===== src/hw/rtl/irt_pkg.sv =====
// ----------------------------------------------------------------------------
// irt_pkg
// Command and status codes, controller states and the control/status
// bundles shared by the reservation table controller and datapath.
// ----------------------------------------------------------------------------
package irt_pkg;

    localparam int CMD_W    = 2;
    localparam int STATUS_W = 3;

    typedef enum logic [CMD_W-1:0] {
        CMD_BOOK   = 2'd0,
        CMD_CANCEL = 2'd1,
        CMD_LIST   = 2'd2,
        CMD_RSVD   = 2'd3
    } cmd_t;

    typedef enum logic [STATUS_W-1:0] {
        ST_BOOKED    = 3'd0,
        ST_OVERLAP   = 3'd1,
        ST_FULL      = 3'd2,
        ST_CANCELLED = 3'd3,
        ST_NOTFOUND  = 3'd4,
        ST_LISTED    = 3'd5,
        ST_EMPTY     = 3'd6
    } status_t;

    typedef enum logic [1:0] {
        S_IDLE,
        S_SCAN,
        S_SHIFT,
        S_RESULT
    } state_t;

    // Controller to datapath
    typedef struct packed {
        logic    capture;       // latch the incoming word
        logic    scan_start;    // rewind the read pointer, clear hit/best
        logic    scan_en;       // read and compare entries
        logic    shift_start;   // point reads just past the matched entry
        logic    shift_en;      // read and move entries down one place
        logic    load_out;      // load the result register
        logic    book_write;    // store the booked slot, bump the count
        logic    cancel_commit; // drop the count after a shift
        logic    list_advance;  // remember the slot just listed
        status_t out_status;
    } ctl_cmd_t;

    // Datapath to controller
    typedef struct packed {
        cmd_t cmd;
        logic scan_done;
        logic hit;
        logic full;
        logic empty;
        logic list_last;
        logic out_free;
    } dp_stat_t;

endpackage


===== src/hw/rtl/irt_ctrl.sv =====
// ----------------------------------------------------------------------------
// irt_ctrl
// Controller for the reservation table: sequences the scan, the shift after
// a cancel, the per-slot listing passes and the result hand-off.
// ----------------------------------------------------------------------------
module irt_ctrl
    import irt_pkg::*;
(
    input  logic     clk,
    input  logic     rst_n,
    input  logic     s_tvalid,
    input  cmd_t     in_cmd,
    input  dp_stat_t stat,
    output logic     s_tready,
    output ctl_cmd_t ctl
);

    state_t state_reg;
    state_t state_next;

    // State register
    always_ff @(posedge clk or negedge rst_n)
    begin
        if (!rst_n)
        begin
            state_reg <= S_IDLE;
        end
        else
        begin
            state_reg <= state_next;
        end
    end

    // Next state and commands
    always_comb
    begin
        state_next = state_reg;
        ctl        = '0;
        s_tready   = 1'b0;

        // pick the result code from the command and the scan outcome
        case (stat.cmd)
            CMD_BOOK:
            begin
                if (stat.hit)
                    ctl.out_status = ST_OVERLAP;
                else if (stat.full)
                    ctl.out_status = ST_FULL;
                else
                    ctl.out_status = ST_BOOKED;
            end
            CMD_CANCEL:
                ctl.out_status = stat.hit ? ST_CANCELLED : ST_NOTFOUND;
            default:
                ctl.out_status = stat.empty ? ST_EMPTY : ST_LISTED;
        endcase

        unique case (state_reg)
            S_IDLE:
            begin
                s_tready = 1'b1;
                // unused command code is dropped without a result
                if (s_tvalid && in_cmd != CMD_RSVD)
                begin
                    ctl.capture    = 1'b1;
                    ctl.scan_start = 1'b1;
                    state_next     = S_SCAN;
                end
            end
            S_SCAN:
            begin
                ctl.scan_en = 1'b1;
                if (stat.scan_done)
                begin
                    if (stat.cmd == CMD_CANCEL && stat.hit)
                    begin
                        ctl.shift_start = 1'b1;
                        state_next      = S_SHIFT;
                    end
                    else
                    begin
                        state_next = S_RESULT;
                    end
                end
            end
            S_SHIFT:
            begin
                ctl.shift_en = 1'b1;
                if (stat.scan_done)
                    state_next = S_RESULT;
            end
            S_RESULT:
            begin
                if (stat.out_free)
                begin
                    ctl.load_out = 1'b1;
                    state_next   = S_IDLE;
                    case (stat.cmd)
                        CMD_BOOK:
                            ctl.book_write = !stat.hit && !stat.full;
                        CMD_CANCEL:
                            ctl.cancel_commit = stat.hit;
                        default:
                        begin
                            if (!stat.empty)
                            begin
                                ctl.list_advance = 1'b1;
                                // run another pass for the next slot in order
                                if (!stat.list_last)
                                begin
                                    ctl.scan_start = 1'b1;
                                    state_next     = S_SCAN;
                                end
                            end
                        end
                    endcase
                end
            end
            default:
                state_next = S_IDLE;
        endcase
    end

endmodule


===== src/hw/rtl/irt_datapath.sv =====
// ----------------------------------------------------------------------------
// irt_datapath
// Entry memory, scan pipeline (one entry per cycle), overlap / match /
// next-in-order compare stage, shift write-back and the result register.
// ----------------------------------------------------------------------------
module irt_datapath
    import irt_pkg::*;
#(
    parameter int SLOTS     = 16,
    parameter int TIME_BITS = 10
)
(
    input  logic                 clk,
    input  logic                 rst_n,
    input  cmd_t                 in_cmd,
    input  logic [TIME_BITS-1:0] in_start,
    input  logic [TIME_BITS-1:0] in_end,
    input  logic [TIME_BITS-1:0] in_min,
    input  logic [TIME_BITS-1:0] in_max,
    input  ctl_cmd_t             ctl,
    output dp_stat_t             stat,
    output logic                 out_valid,
    input  logic                 out_ready,
    output status_t              out_status,
    output logic [TIME_BITS-1:0] out_start,
    output logic [TIME_BITS-1:0] out_end,
    output logic [TIME_BITS-1:0] out_min,
    output logic [TIME_BITS-1:0] out_max,
    output logic                 out_last
);

    localparam int IW = $clog2(SLOTS);
    localparam int CW = $clog2(SLOTS + 1);
    localparam int EW = 4 * TIME_BITS;

    // Entry memory: {max, min, end, start}, packed in booking order
    logic [EW-1:0] entry_mem [SLOTS];

    cmd_t                 cmd_reg,  cmd_next;
    logic [TIME_BITS-1:0] st_reg,   st_next;
    logic [TIME_BITS-1:0] en_reg,   en_next;
    logic [TIME_BITS-1:0] mn_reg,   mn_next;
    logic [TIME_BITS-1:0] mx_reg,   mx_next;
    logic [CW-1:0]        count_reg, count_next;
    logic [CW-1:0]        rd_ptr_reg, rd_ptr_next;
    logic                 cmp_vld_reg, cmp_vld_next;
    logic [IW-1:0]        cmp_idx_reg, cmp_idx_next;
    logic [EW-1:0]        rd_data_reg;
    logic                 hit_reg, hit_next;
    logic [IW-1:0]        hit_idx_reg, hit_idx_next;
    logic                 best_vld_reg, best_vld_next;
    logic [IW-1:0]        best_idx_reg, best_idx_next;
    logic [EW-1:0]        best_data_reg, best_data_next;
    logic                 prev_vld_reg, prev_vld_next;
    logic [TIME_BITS-1:0] prev_start_reg, prev_start_next;
    logic [IW-1:0]        prev_idx_reg, prev_idx_next;
    logic [CW-1:0]        emit_cnt_reg, emit_cnt_next;
    logic                 out_vld_reg, out_vld_next;
    status_t              out_status_reg, out_status_next;
    logic [EW-1:0]        out_data_reg, out_data_next;
    logic                 out_last_reg, out_last_next;

    logic                 rd_en;
    logic [IW-1:0]        rd_addr;
    logic                 wr_en;
    logic [IW-1:0]        wr_addr;
    logic [EW-1:0]        wr_data;
    logic [TIME_BITS-1:0] e_start;
    logic [TIME_BITS-1:0] e_end;
    logic                 overlap;
    logic                 after_prev;
    logic                 take;
    logic                 list_last;

    assign e_start = rd_data_reg[TIME_BITS-1:0];
    assign e_end   = rd_data_reg[2*TIME_BITS-1:TIME_BITS];

    // Read issue: one entry a cycle until the pointer reaches the count
    assign rd_en   = (ctl.scan_en || ctl.shift_en) && (rd_ptr_reg < count_reg);
    assign rd_addr = rd_ptr_reg[IW-1:0];

    // Write: booked slot at the tail, or move an entry down one place
    assign wr_en   = ctl.book_write || (ctl.shift_en && cmp_vld_reg);
    assign wr_addr = ctl.book_write ? count_reg[IW-1:0] : (cmp_idx_reg - IW'(1));
    assign wr_data = ctl.book_write ? {mx_reg, mn_reg, en_reg, st_reg} : rd_data_reg;

    // Compare stage terms
    assign overlap    = (e_start <= st_reg) && (e_end > st_reg);
    assign after_prev = !prev_vld_reg || (e_start > prev_start_reg) ||
                        ((e_start == prev_start_reg) && (cmp_idx_reg > prev_idx_reg));
    assign take       = after_prev &&
                        (!best_vld_reg || (e_start < best_data_reg[TIME_BITS-1:0]));
    assign list_last  = (emit_cnt_reg + CW'(1)) == count_reg;

    // Status to the controller
    always_comb
    begin
        stat.cmd       = cmd_reg;
        stat.scan_done = (rd_ptr_reg == count_reg) && !cmp_vld_reg;
        stat.hit       = hit_reg;
        stat.full      = count_reg == CW'(SLOTS);
        stat.empty     = count_reg == '0;
        stat.list_last = list_last;
        stat.out_free  = !out_vld_reg || out_ready;
    end

    // Memory read and write ports
    always_ff @(posedge clk)
    begin
        if (rd_en)
            rd_data_reg <= entry_mem[rd_addr];
        if (wr_en)
            entry_mem[wr_addr] <= wr_data;
    end

    // Next-state logic for the datapath registers
    always_comb
    begin
        cmd_next        = cmd_reg;
        st_next         = st_reg;
        en_next         = en_reg;
        mn_next         = mn_reg;
        mx_next         = mx_reg;
        count_next      = count_reg;
        rd_ptr_next     = rd_ptr_reg;
        cmp_vld_next    = rd_en;
        cmp_idx_next    = cmp_idx_reg;
        hit_next        = hit_reg;
        hit_idx_next    = hit_idx_reg;
        best_vld_next   = best_vld_reg;
        best_idx_next   = best_idx_reg;
        best_data_next  = best_data_reg;
        prev_vld_next   = prev_vld_reg;
        prev_start_next = prev_start_reg;
        prev_idx_next   = prev_idx_reg;
        emit_cnt_next   = emit_cnt_reg;
        out_vld_next    = out_vld_reg;
        out_status_next = out_status_reg;
        out_data_next   = out_data_reg;
        out_last_next   = out_last_reg;

        // latch the incoming word and restart the listing order
        if (ctl.capture)
        begin
            cmd_next      = in_cmd;
            st_next       = in_start;
            en_next       = in_end;
            mn_next       = in_min;
            mx_next       = in_max;
            prev_vld_next = 1'b0;
            emit_cnt_next = '0;
        end

        // advance the read pointer
        if (ctl.scan_start)
            rd_ptr_next = '0;
        else if (ctl.shift_start)
            rd_ptr_next = CW'(hit_idx_reg) + CW'(1);
        else if (rd_en)
            rd_ptr_next = rd_ptr_reg + CW'(1);

        if (rd_en)
            cmp_idx_next = rd_addr;

        // compare stage
        if (ctl.scan_start)
        begin
            hit_next      = 1'b0;
            best_vld_next = 1'b0;
        end
        else if (ctl.scan_en && cmp_vld_reg)
        begin
            case (cmd_reg)
                CMD_BOOK:
                begin
                    if (overlap)
                        hit_next = 1'b1;
                end
                CMD_CANCEL:
                begin
                    if (!hit_reg && e_start == st_reg)
                    begin
                        hit_next     = 1'b1;
                        hit_idx_next = cmp_idx_reg;
                    end
                end
                CMD_LIST:
                begin
                    if (take)
                    begin
                        best_vld_next  = 1'b1;
                        best_idx_next  = cmp_idx_reg;
                        best_data_next = rd_data_reg;
                    end
                end
                default:
                begin
                end
            endcase
        end

        // table count
        if (ctl.book_write)
            count_next = count_reg + CW'(1);
        else if (ctl.cancel_commit)
            count_next = count_reg - CW'(1);

        // remember the slot just listed
        if (ctl.list_advance)
        begin
            prev_vld_next   = 1'b1;
            prev_start_next = best_data_reg[TIME_BITS-1:0];
            prev_idx_next   = best_idx_reg;
            emit_cnt_next   = emit_cnt_reg + CW'(1);
        end

        // result register
        if (ctl.load_out)
        begin
            out_vld_next    = 1'b1;
            out_status_next = ctl.out_status;
            if (ctl.out_status == ST_LISTED)
            begin
                out_data_next = best_data_reg;
                out_last_next = list_last;
            end
            else
            begin
                out_data_next = EW'(st_reg);
                out_last_next = 1'b1;
            end
        end
        else if (out_ready)
        begin
            out_vld_next = 1'b0;
        end
    end

    // Control registers
    always_ff @(posedge clk or negedge rst_n)
    begin
        if (!rst_n)
        begin
            cmd_reg      <= CMD_BOOK;
            count_reg    <= '0;
            rd_ptr_reg   <= '0;
            cmp_vld_reg  <= 1'b0;
            hit_reg      <= 1'b0;
            best_vld_reg <= 1'b0;
            prev_vld_reg <= 1'b0;
            emit_cnt_reg <= '0;
            out_vld_reg  <= 1'b0;
        end
        else
        begin
            cmd_reg      <= cmd_next;
            count_reg    <= count_next;
            rd_ptr_reg   <= rd_ptr_next;
            cmp_vld_reg  <= cmp_vld_next;
            hit_reg      <= hit_next;
            best_vld_reg <= best_vld_next;
            prev_vld_reg <= prev_vld_next;
            emit_cnt_reg <= emit_cnt_next;
            out_vld_reg  <= out_vld_next;
        end
    end

    // Payload registers
    always_ff @(posedge clk)
    begin
        st_reg         <= st_next;
        en_reg         <= en_next;
        mn_reg         <= mn_next;
        mx_reg         <= mx_next;
        cmp_idx_reg    <= cmp_idx_next;
        hit_idx_reg    <= hit_idx_next;
        best_idx_reg   <= best_idx_next;
        best_data_reg  <= best_data_next;
        prev_start_reg <= prev_start_next;
        prev_idx_reg   <= prev_idx_next;
        out_status_reg <= out_status_next;
        out_data_reg   <= out_data_next;
        out_last_reg   <= out_last_next;
    end

    assign out_valid  = out_vld_reg;
    assign out_status = out_status_reg;
    assign out_start  = out_data_reg[TIME_BITS-1:0];
    assign out_end    = out_data_reg[2*TIME_BITS-1:TIME_BITS];
    assign out_min    = out_data_reg[3*TIME_BITS-1:2*TIME_BITS];
    assign out_max    = out_data_reg[4*TIME_BITS-1:3*TIME_BITS];
    assign out_last   = out_last_reg;

endmodule


===== src/hw/rtl/interval_reservation_table.sv =====
// Operation: book and cancel scan every stored entry through the entry memory's one
//   read port before they answer; a cancel that hits then moves each entry behind the
//   removed slot down one place; list runs one scan pass for each slot that it gives.
// Throughput: one word at a time; the next word is taken once the last result
//   is in the output register. Reset: control cleared, table empty, no clear pass.
// ----------------------------------------------------------------------------
// interval_reservation_table
// Bounded table of reserved time slots with overlap-checked booking, cancel by
// start and a listing sorted by start, over streaming slave/master ports.
// ----------------------------------------------------------------------------
module interval_reservation_table
    import irt_pkg::*;
#(
    parameter int  SLOTS     = 16,
    parameter int  TIME_BITS = 10,
    localparam int DATA_W    = ((4 * TIME_BITS + 7) / 8) * 8
)
(
    input  logic                clk,
    input  logic                rst_n,
    input  logic                s_tvalid,
    output logic                s_tready,
    input  logic [DATA_W-1:0]   s_tdata,  // slot start, slot end, min stay, max stay
    input  logic [CMD_W-1:0]    s_tuser,  // command
    output logic                m_tvalid,
    input  logic                m_tready,
    output logic [DATA_W-1:0]   m_tdata,  // slot start, slot end, min stay, max stay
    output logic [STATUS_W-1:0] m_tuser,  // status
    output logic                m_tlast   // last
);

    ctl_cmd_t             ctl;
    dp_stat_t             stat;
    cmd_t                 in_cmd;
    status_t              out_status;
    logic [TIME_BITS-1:0] out_start;
    logic [TIME_BITS-1:0] out_end;
    logic [TIME_BITS-1:0] out_min;
    logic [TIME_BITS-1:0] out_max;

    assign in_cmd = cmd_t'(s_tuser);

    irt_ctrl u_ctrl (
        .clk      (clk),
        .rst_n    (rst_n),
        .s_tvalid (s_tvalid),
        .in_cmd   (in_cmd),
        .stat     (stat),
        .s_tready (s_tready),
        .ctl      (ctl)
    );

    irt_datapath #(
        .SLOTS     (SLOTS),
        .TIME_BITS (TIME_BITS)
    ) u_datapath (
        .clk        (clk),
        .rst_n      (rst_n),
        .in_cmd     (in_cmd),
        .in_start   (s_tdata[TIME_BITS-1:0]),
        .in_end     (s_tdata[2*TIME_BITS-1:TIME_BITS]),
        .in_min     (s_tdata[3*TIME_BITS-1:2*TIME_BITS]),
        .in_max     (s_tdata[4*TIME_BITS-1:3*TIME_BITS]),
        .ctl        (ctl),
        .stat       (stat),
        .out_valid  (m_tvalid),
        .out_ready  (m_tready),
        .out_status (out_status),
        .out_start  (out_start),
        .out_end    (out_end),
        .out_min    (out_min),
        .out_max    (out_max),
        .out_last   (m_tlast)
    );

    // Pack the result word, pad bits zero
    assign m_tdata = DATA_W'({out_max, out_min, out_end, out_start});
    assign m_tuser = out_status;

endmodule


===== config.mk =====
export PLATFORM = sky130hd
export DESIGN_NAME = interval_reservation_table
export DESIGN_NICKNAME = d
export VERILOG_FILES = /design/src/hw/rtl/irt_pkg.sv /design/src/hw/rtl/irt_ctrl.sv /design/src/hw/rtl/irt_datapath.sv /design/src/hw/rtl/interval_reservation_table.sv
export SDC_FILE = /design/constraint.sdc
export NUM_CORES = 1
export LEC_CHECK = 0
export BUFFER_PORTS_ARGS = -buffer_cell sky130_fd_sc_hd__buf_2
export CORE_MARGIN = 5
export CORE_UTILIZATION = 56
export CTS_CLUSTER_SIZE = 8
export DETAILED_ROUTE_END_ITERATION = 6
export PLACE_DENSITY = 0.76
export SLEW_MARGIN = 5
export SYNTH_ARGS = -nofsm -noshare
export SYNTH_HDL_FRONTEND = slang
export SYNTH_HIERARCHICAL = 1
export SYNTH_SLANG_ARGS = --single-unit
export TNS_END_PERCENT = 1

===== constraint.sdc =====
create_clock -name clk -period 4.5 [get_ports clk]
set_clock_uncertainty 0.2 [all_clocks]
set_input_delay 0.45 -clock clk [delete_from_list [all_inputs] [get_ports clk]]
set_output_delay 0.45 -clock clk [all_outputs]
set_load 0.02 [all_outputs]

---- Yosys cells after proc, flatten, opt, wreduce, memory -nomap -nowiden ----
Memories as Yosys holds them, arrays and structs flattened. A register that Yosys moved wholly into a read port is not among the register bits.
Index checks and enable logic that the tools add are counted.
word-level totals
  bits in writable memories ............... 640
  output and inout bits ................... 46
  register bits after elaboration ......... 174
  input port bits ......................... 46
  memories ................................ 1
  logic and storage cells ................. 153
memory list
  memory                depth  width  rd ports  clocked after Yosys merged registers in  write ports  RTL line            source
  u_datapath.entry_mem  16     40     1         1                                        1            irt_datapath.sv:37  logic [EW-1:0] entry_mem [SLOTS];
operators by class
  reduce and logical (&&, ||, !) cells .... 40
  bitwise logic cells ..................... 1
  add/sub/neg operators ................... 6
  equality and inequality tests ........... 18
  mux-type cells .......................... 57
  magnitude comparators ................... 6
operator list
  operator             count
  $mux 40              1
  $mux 5               7
  $mux 1               30
  $eq 10x10->1         2
  $gt 10x10->1         2
  $mux 2               9
  $reduce_and 4->1     4
  $add 5x1->5 const B  3
  $mux 4               3
  $reduce_bool 2->1    6
  $logic_and 1x1->1    11
  $eq 5x5->1           2
  $le 10x10->1         1
  $lt 10x10->1         1
  $mux 10              1
  $ne 2x2->1 const B   4
  $pmux 2 s4           1
  $eq 2x2->1 const B   3
  $logic_not 1->1      6
  $logic_or 1x1->1     6
  $mux 3               2
  $ne 3x2->1 const B   2
  $pmux 3 s2           1
  $reduce_bool 3->1    2
  15 further kinds     18

---- Depth between registers and ports, before layout ----
  depth in word-level cells ............... 10
  depth in mapped cells ................... 14

---- Modules after synthesis ----
Netlist, hierarchy kept.
by module, submodules not included
  module        area each (um^2)  cells each  instances
  irt_datapath  33121.8           1507        1
  irt_ctrl      331.6             37          1

---- Worst setup path before layout ----
Ideal clock, no wire load.
  path kind ............................... register -> register
  start point ............................. register u_ctrl.state_reg[0]
  end point ............................... register u_datapath.best_data_reg[0] (enable)
  cell stages (with the launch flop) ...... 11
  slack ................................... -0.290 ns
  data arrival time ....................... 4.123 ns
  buffers on the path ..................... 0
  cell sequence ........................... dfrtp_1 > inv_1 > ha_1 > inv_1 > nor2_1 > o21ba_2 > nand3b_1 > nor2_1 > nand3_1 > a21oi_1 > o21a_1
RTL lines
  element                 RTL line             source
  start, declared         irt_ctrl.sv:18       state_t state_reg;
  start signal, assigned  irt_ctrl.sv:30       state_reg <= state_next;
  end signal, assigned    irt_datapath.sv:278  best_data_reg <= best_data_next;
  end, declared           irt_datapath.sv:53   logic [EW-1:0] best_data_reg, best_data_next;

==> impl_metrics.env <==
export IMPL_cts_inserted_buffers=116
export IMPL_cpMostUsedCell="nand2_1"
export IMPL_share_seq_of_total_power_pct=44.3
export IMPL_die_w_um=254
export IMPL_slew_headroom_pct=20.0
export IMPL_min_path_type="in2async"
export IMPL_synth_area_top_cells="edfxtp_1, mux4_2, ha_1, dfrtp_1, mux2_2"
export IMPL_peakVddDrop_mv=0.503
export IMPL_cts_tree="yes"
export IMPL_p_per_area_nw_per_um2=691
export IMPL_avgSynthCellArea_um2=21.7
export IMPL_clk_path_buf_depth=3
export IMPL_drtPass1Iterations=5
export IMPL_switching_power_mw=8.04
export IMPL_top_register="u_datapath/entry_mem"
export IMPL_cp_slowest_cell="nor2_4"
export IMPL_cts_sinks=854
export IMPL_final_setup_tns_ns=0
export IMPL_synth_cell_area_um2=33500
export IMPL_maxSlewViolCount=0
export IMPL_post_cts_setup_buffer_count=0
export IMPL_postRouteAntennaNets=0
export IMPL_rows=89
export IMPL_rsz0062_at_grt="false"
export IMPL_synth_area_leader_cell="edfxtp_1"
export IMPL_crit_chain="ha_1 > nand2_1 > nor4b_2 > inv_2 > o21ai_0 > nand2_1 > nor2_4 > buf_4"
export IMPL_outcome="complete, no violations"
export IMPL_critPathMaxFanout=26
export IMPL_cts_resized=0
export IMPL_ys_ff_latch=854
export IMPL_gr_usage_all_layers_pct=23.5
export IMPL_num_vias=16300
export IMPL_combPwrFrac_pct=26.9
export IMPL_cp_depth=8
export IMPL_hold_violations=0
export IMPL_cp_arrival_ns=4.23
export IMPL_endpoint_kind="flip-flop"
export IMPL_die_h_um=254
export IMPL_finish_utilization_pct=65.4
export IMPL_wl_per_cell_um=29.2
export IMPL_post_place_ws_ns=0.337
export IMPL_hold_buffers=44
export IMPL_largest_register_ff_count=640
export IMPL_vias_per_cell=6.36
export IMPL_worstSetupPathType="reg2reg"
export IMPL_grt_pass1_wl_um=111000
export IMPL_min_period_over_period_pct=90.9
export IMPL_dieArea_um2=64700
export IMPL_critPathLaunchType="flip-flop"
export IMPL_setup_slack_ns=0.410
export IMPL_worst_path_buf_inv=2
export IMPL_yosysTopAreaCellShare_pct=74.5
export IMPL_swShare_pct=30.1
export IMPL_cts_clk_slew_worst_paths_ns=0.06
export IMPL_setup_worst_path_start="u_ctrl/state_reg[0]"
export IMPL_power_internal_mw=18.7
export IMPL_drcViolationCount=0
export IMPL_synth_cells=1544
export IMPL_rr_worst_depth=8
export IMPL_slowest_delay_ns=0.99
export IMPL_drt_total_wl_um=75100
export IMPL_drive_gt1_share_pct=29.8
export IMPL_clk_latency_ns=0.67
export IMPL_start_util_pct=56.6
export IMPL_max_cap_violations=0
export IMPL_worstMarginPinSlew_ns=1.20
export IMPL_grt_overflow_total=0
export IMPL_clock_fmax_ghz=0.245
export IMPL_p_clk_share_pct=28.8
export IMPL_drt_iter0_drc=1902
export IMPL_finalCriticalPeriod_ns=4.09
export IMPL_core_um2=59100
export IMPL_grt_pass1_vias=17100
export IMPL_synthMostInstantiatedCell="edfxtp_1"
export IMPL_r2r_start="u_ctrl/state_reg[0]"
export IMPL_htreeDepth=3
export IMPL_syn_nets=1650
export IMPL_synth_top_flop_cell="edfxtp_1"
export IMPL_setup_violations=0
export IMPL_area_growth_pct=15.7
export IMPL_n_antenna_cell=0
export IMPL_yosysSeqAreaShare_pct=76.3
export IMPL_cp_data_required_time_ns=4.64
export IMPL_io_pins=92
export IMPL_gp_congestion=0.849
export IMPL_root_buffer="clkbuf_16"
export IMPL_hpwlAfterDp_um=36600
export IMPL_fillers=3618
export IMPL_crit_family="simple AND/OR/NAND/NOR gates"
export IMPL_netlist_top_cells_count="edfxtp_1, mux4_2, ha_1, inv_1, mux2_2"
export IMPL_io_buffers=91
export IMPL_antenna_found_initial=1
export IMPL_power_leakage_nw=12.8
export IMPL_yosysUniqueCellTypes=61
export IMPL_ys_async_sr_fraction_pct=2.81
export IMPL_yosys_warnings=6
export IMPL_r2r_end="u_datapath/entry_mem[13][15]"
export IMPL_fin_nets=1882
export IMPL_grt_max_degree=164
export IMPL_r2r_setup_slack_ns=0.41
export IMPL_synth_edf_count=830
export IMPL_crit_end="u_datapath/entry_mem[13][15]"
==> per-layer routing <==
metal,vias up,track usage (%),routed length [um]
met1,8543,33.0,28900
met5,-,0,0
met3,116,5.34,7190
met2,896,38.6,37500
li1,6779,-,-
met4,0,5.80,1520
==> layout by cell type (no fill, tap or decap), types with 8 or more instances in the layout <==
cell type | synthesis | layout
nand2_1 | 38 | 38
nand3_1 | 10 | 10
a211oi_1 | 8 | 8
mux4_2 | 200 | 200
edfxtp_1 | 830 | 830
a21oi_1 | 19 | 19
ha_1 | 59 | 59
nor2_1 | 36 | 18
dfrtp_1 | 24 | 20
xnor2_1 | 11 | 11
o21ai_0 | 27 | 26
inv_1 | 54 | 52
and2_1 | 30 | 30
buf_4 | 2 | 30
clkbuf_16 | 0 | 118
mux2_2 | 46 | 46
buf_12 | 0 | 9
dlygate4sd3_1 | 0 | 44
nor2_4 | 0 | 18
buf_2 | 12 | 91
nand4_1 | 8 | 8
clkbuf_1 | 33 | 15
==> worst min path at each step <==
stage	from	endpoint	slack, ns
final	rst_n	u_datapath/emit_cnt_reg[0]	0.15
after global placement	u_datapath/best_idx_reg[3]	u_datapath/prev_idx_reg[3]	0.20
after floorplan	rst_n	u_ctrl/state_reg[0]	-0.05
after global routing	rst_n	u_datapath/prev_vld_reg	0.17
after CTS	rst_n	u_ctrl/state_reg[1]	0.15
after detailed placement	u_datapath/best_idx_reg[2]	u_datapath/prev_idx_reg[2]	0.21
==> power by group through the flow <==
| stage | clock, mW | sequential, mW | combinational, mW |
|---|---|---|---|
| after floorplan | 0 | 11.9 | 4.81 |
| after global placement | 0 | 11.9 | 6.81 |
| after detailed placement | 0 | 12.0 | 7.05 |
| after CTS | 7.82 | 11.9 | 7.21 |
| after global routing | 8.17 | 11.9 | 7.73 |
| final | 7.68 | 11.8 | 7.19 |
==> through the flow <==
| stage | instances | cell area, um^2 | total power, mW | hold WS (ns) |
|---|---|---|---|---|
| 2_1_floorplan | 1544 | 33500 | 16.7 | -0.0456 |
| 3_3_place_gp | 2387 | 35100 | 18.7 | 0.201 |
| 3_5_place_dp | 2387 | 35100 | 19.0 | 0.212 |
| 4_1_cts | 2570 | 38700 | 26.9 | 0.146 |
| 5_1_grt | 2570 | 38700 | 27.8 | 0.166 |
| 6_report | 2570 | 38700 | 26.7 | 0.148 |
==> layout make-up <==
type | instances | area, um^2 | area share (%)
Clock buffer | 133 | 3010 | 7.78
Clock inverter | 6 | 123 | 0.317
Inverter | 55 | 206 | 0.534
Multi-Input combinational cell | 575 | 7550 | 19.5
Sequential cell | 854 | 25500 | 66.0
Tap cell | 773 | 967 | 2.50
Timing Repair Buffer | 174 | 1300 | 3.36
==> logic make-up (layout without fill, tap and decap cells) <==
logic type               count (synthesis)  count (layout)  share of synthesized area [%]
XOR/XNOR                                17              17                          0.445
flip-flops                             854             854                           76.3
buffers and inverters                  115             368                           1.56
adder cells (fa/ha/maj)                 60              60                           2.27
multiplexers                           253             253                           15.2
AND/OR/NAND/NOR                        156             156                           2.42
AO/OA/AOI/OAI                           89              89                           1.77
Note: power is estimated with default switching activity, not from simulation.
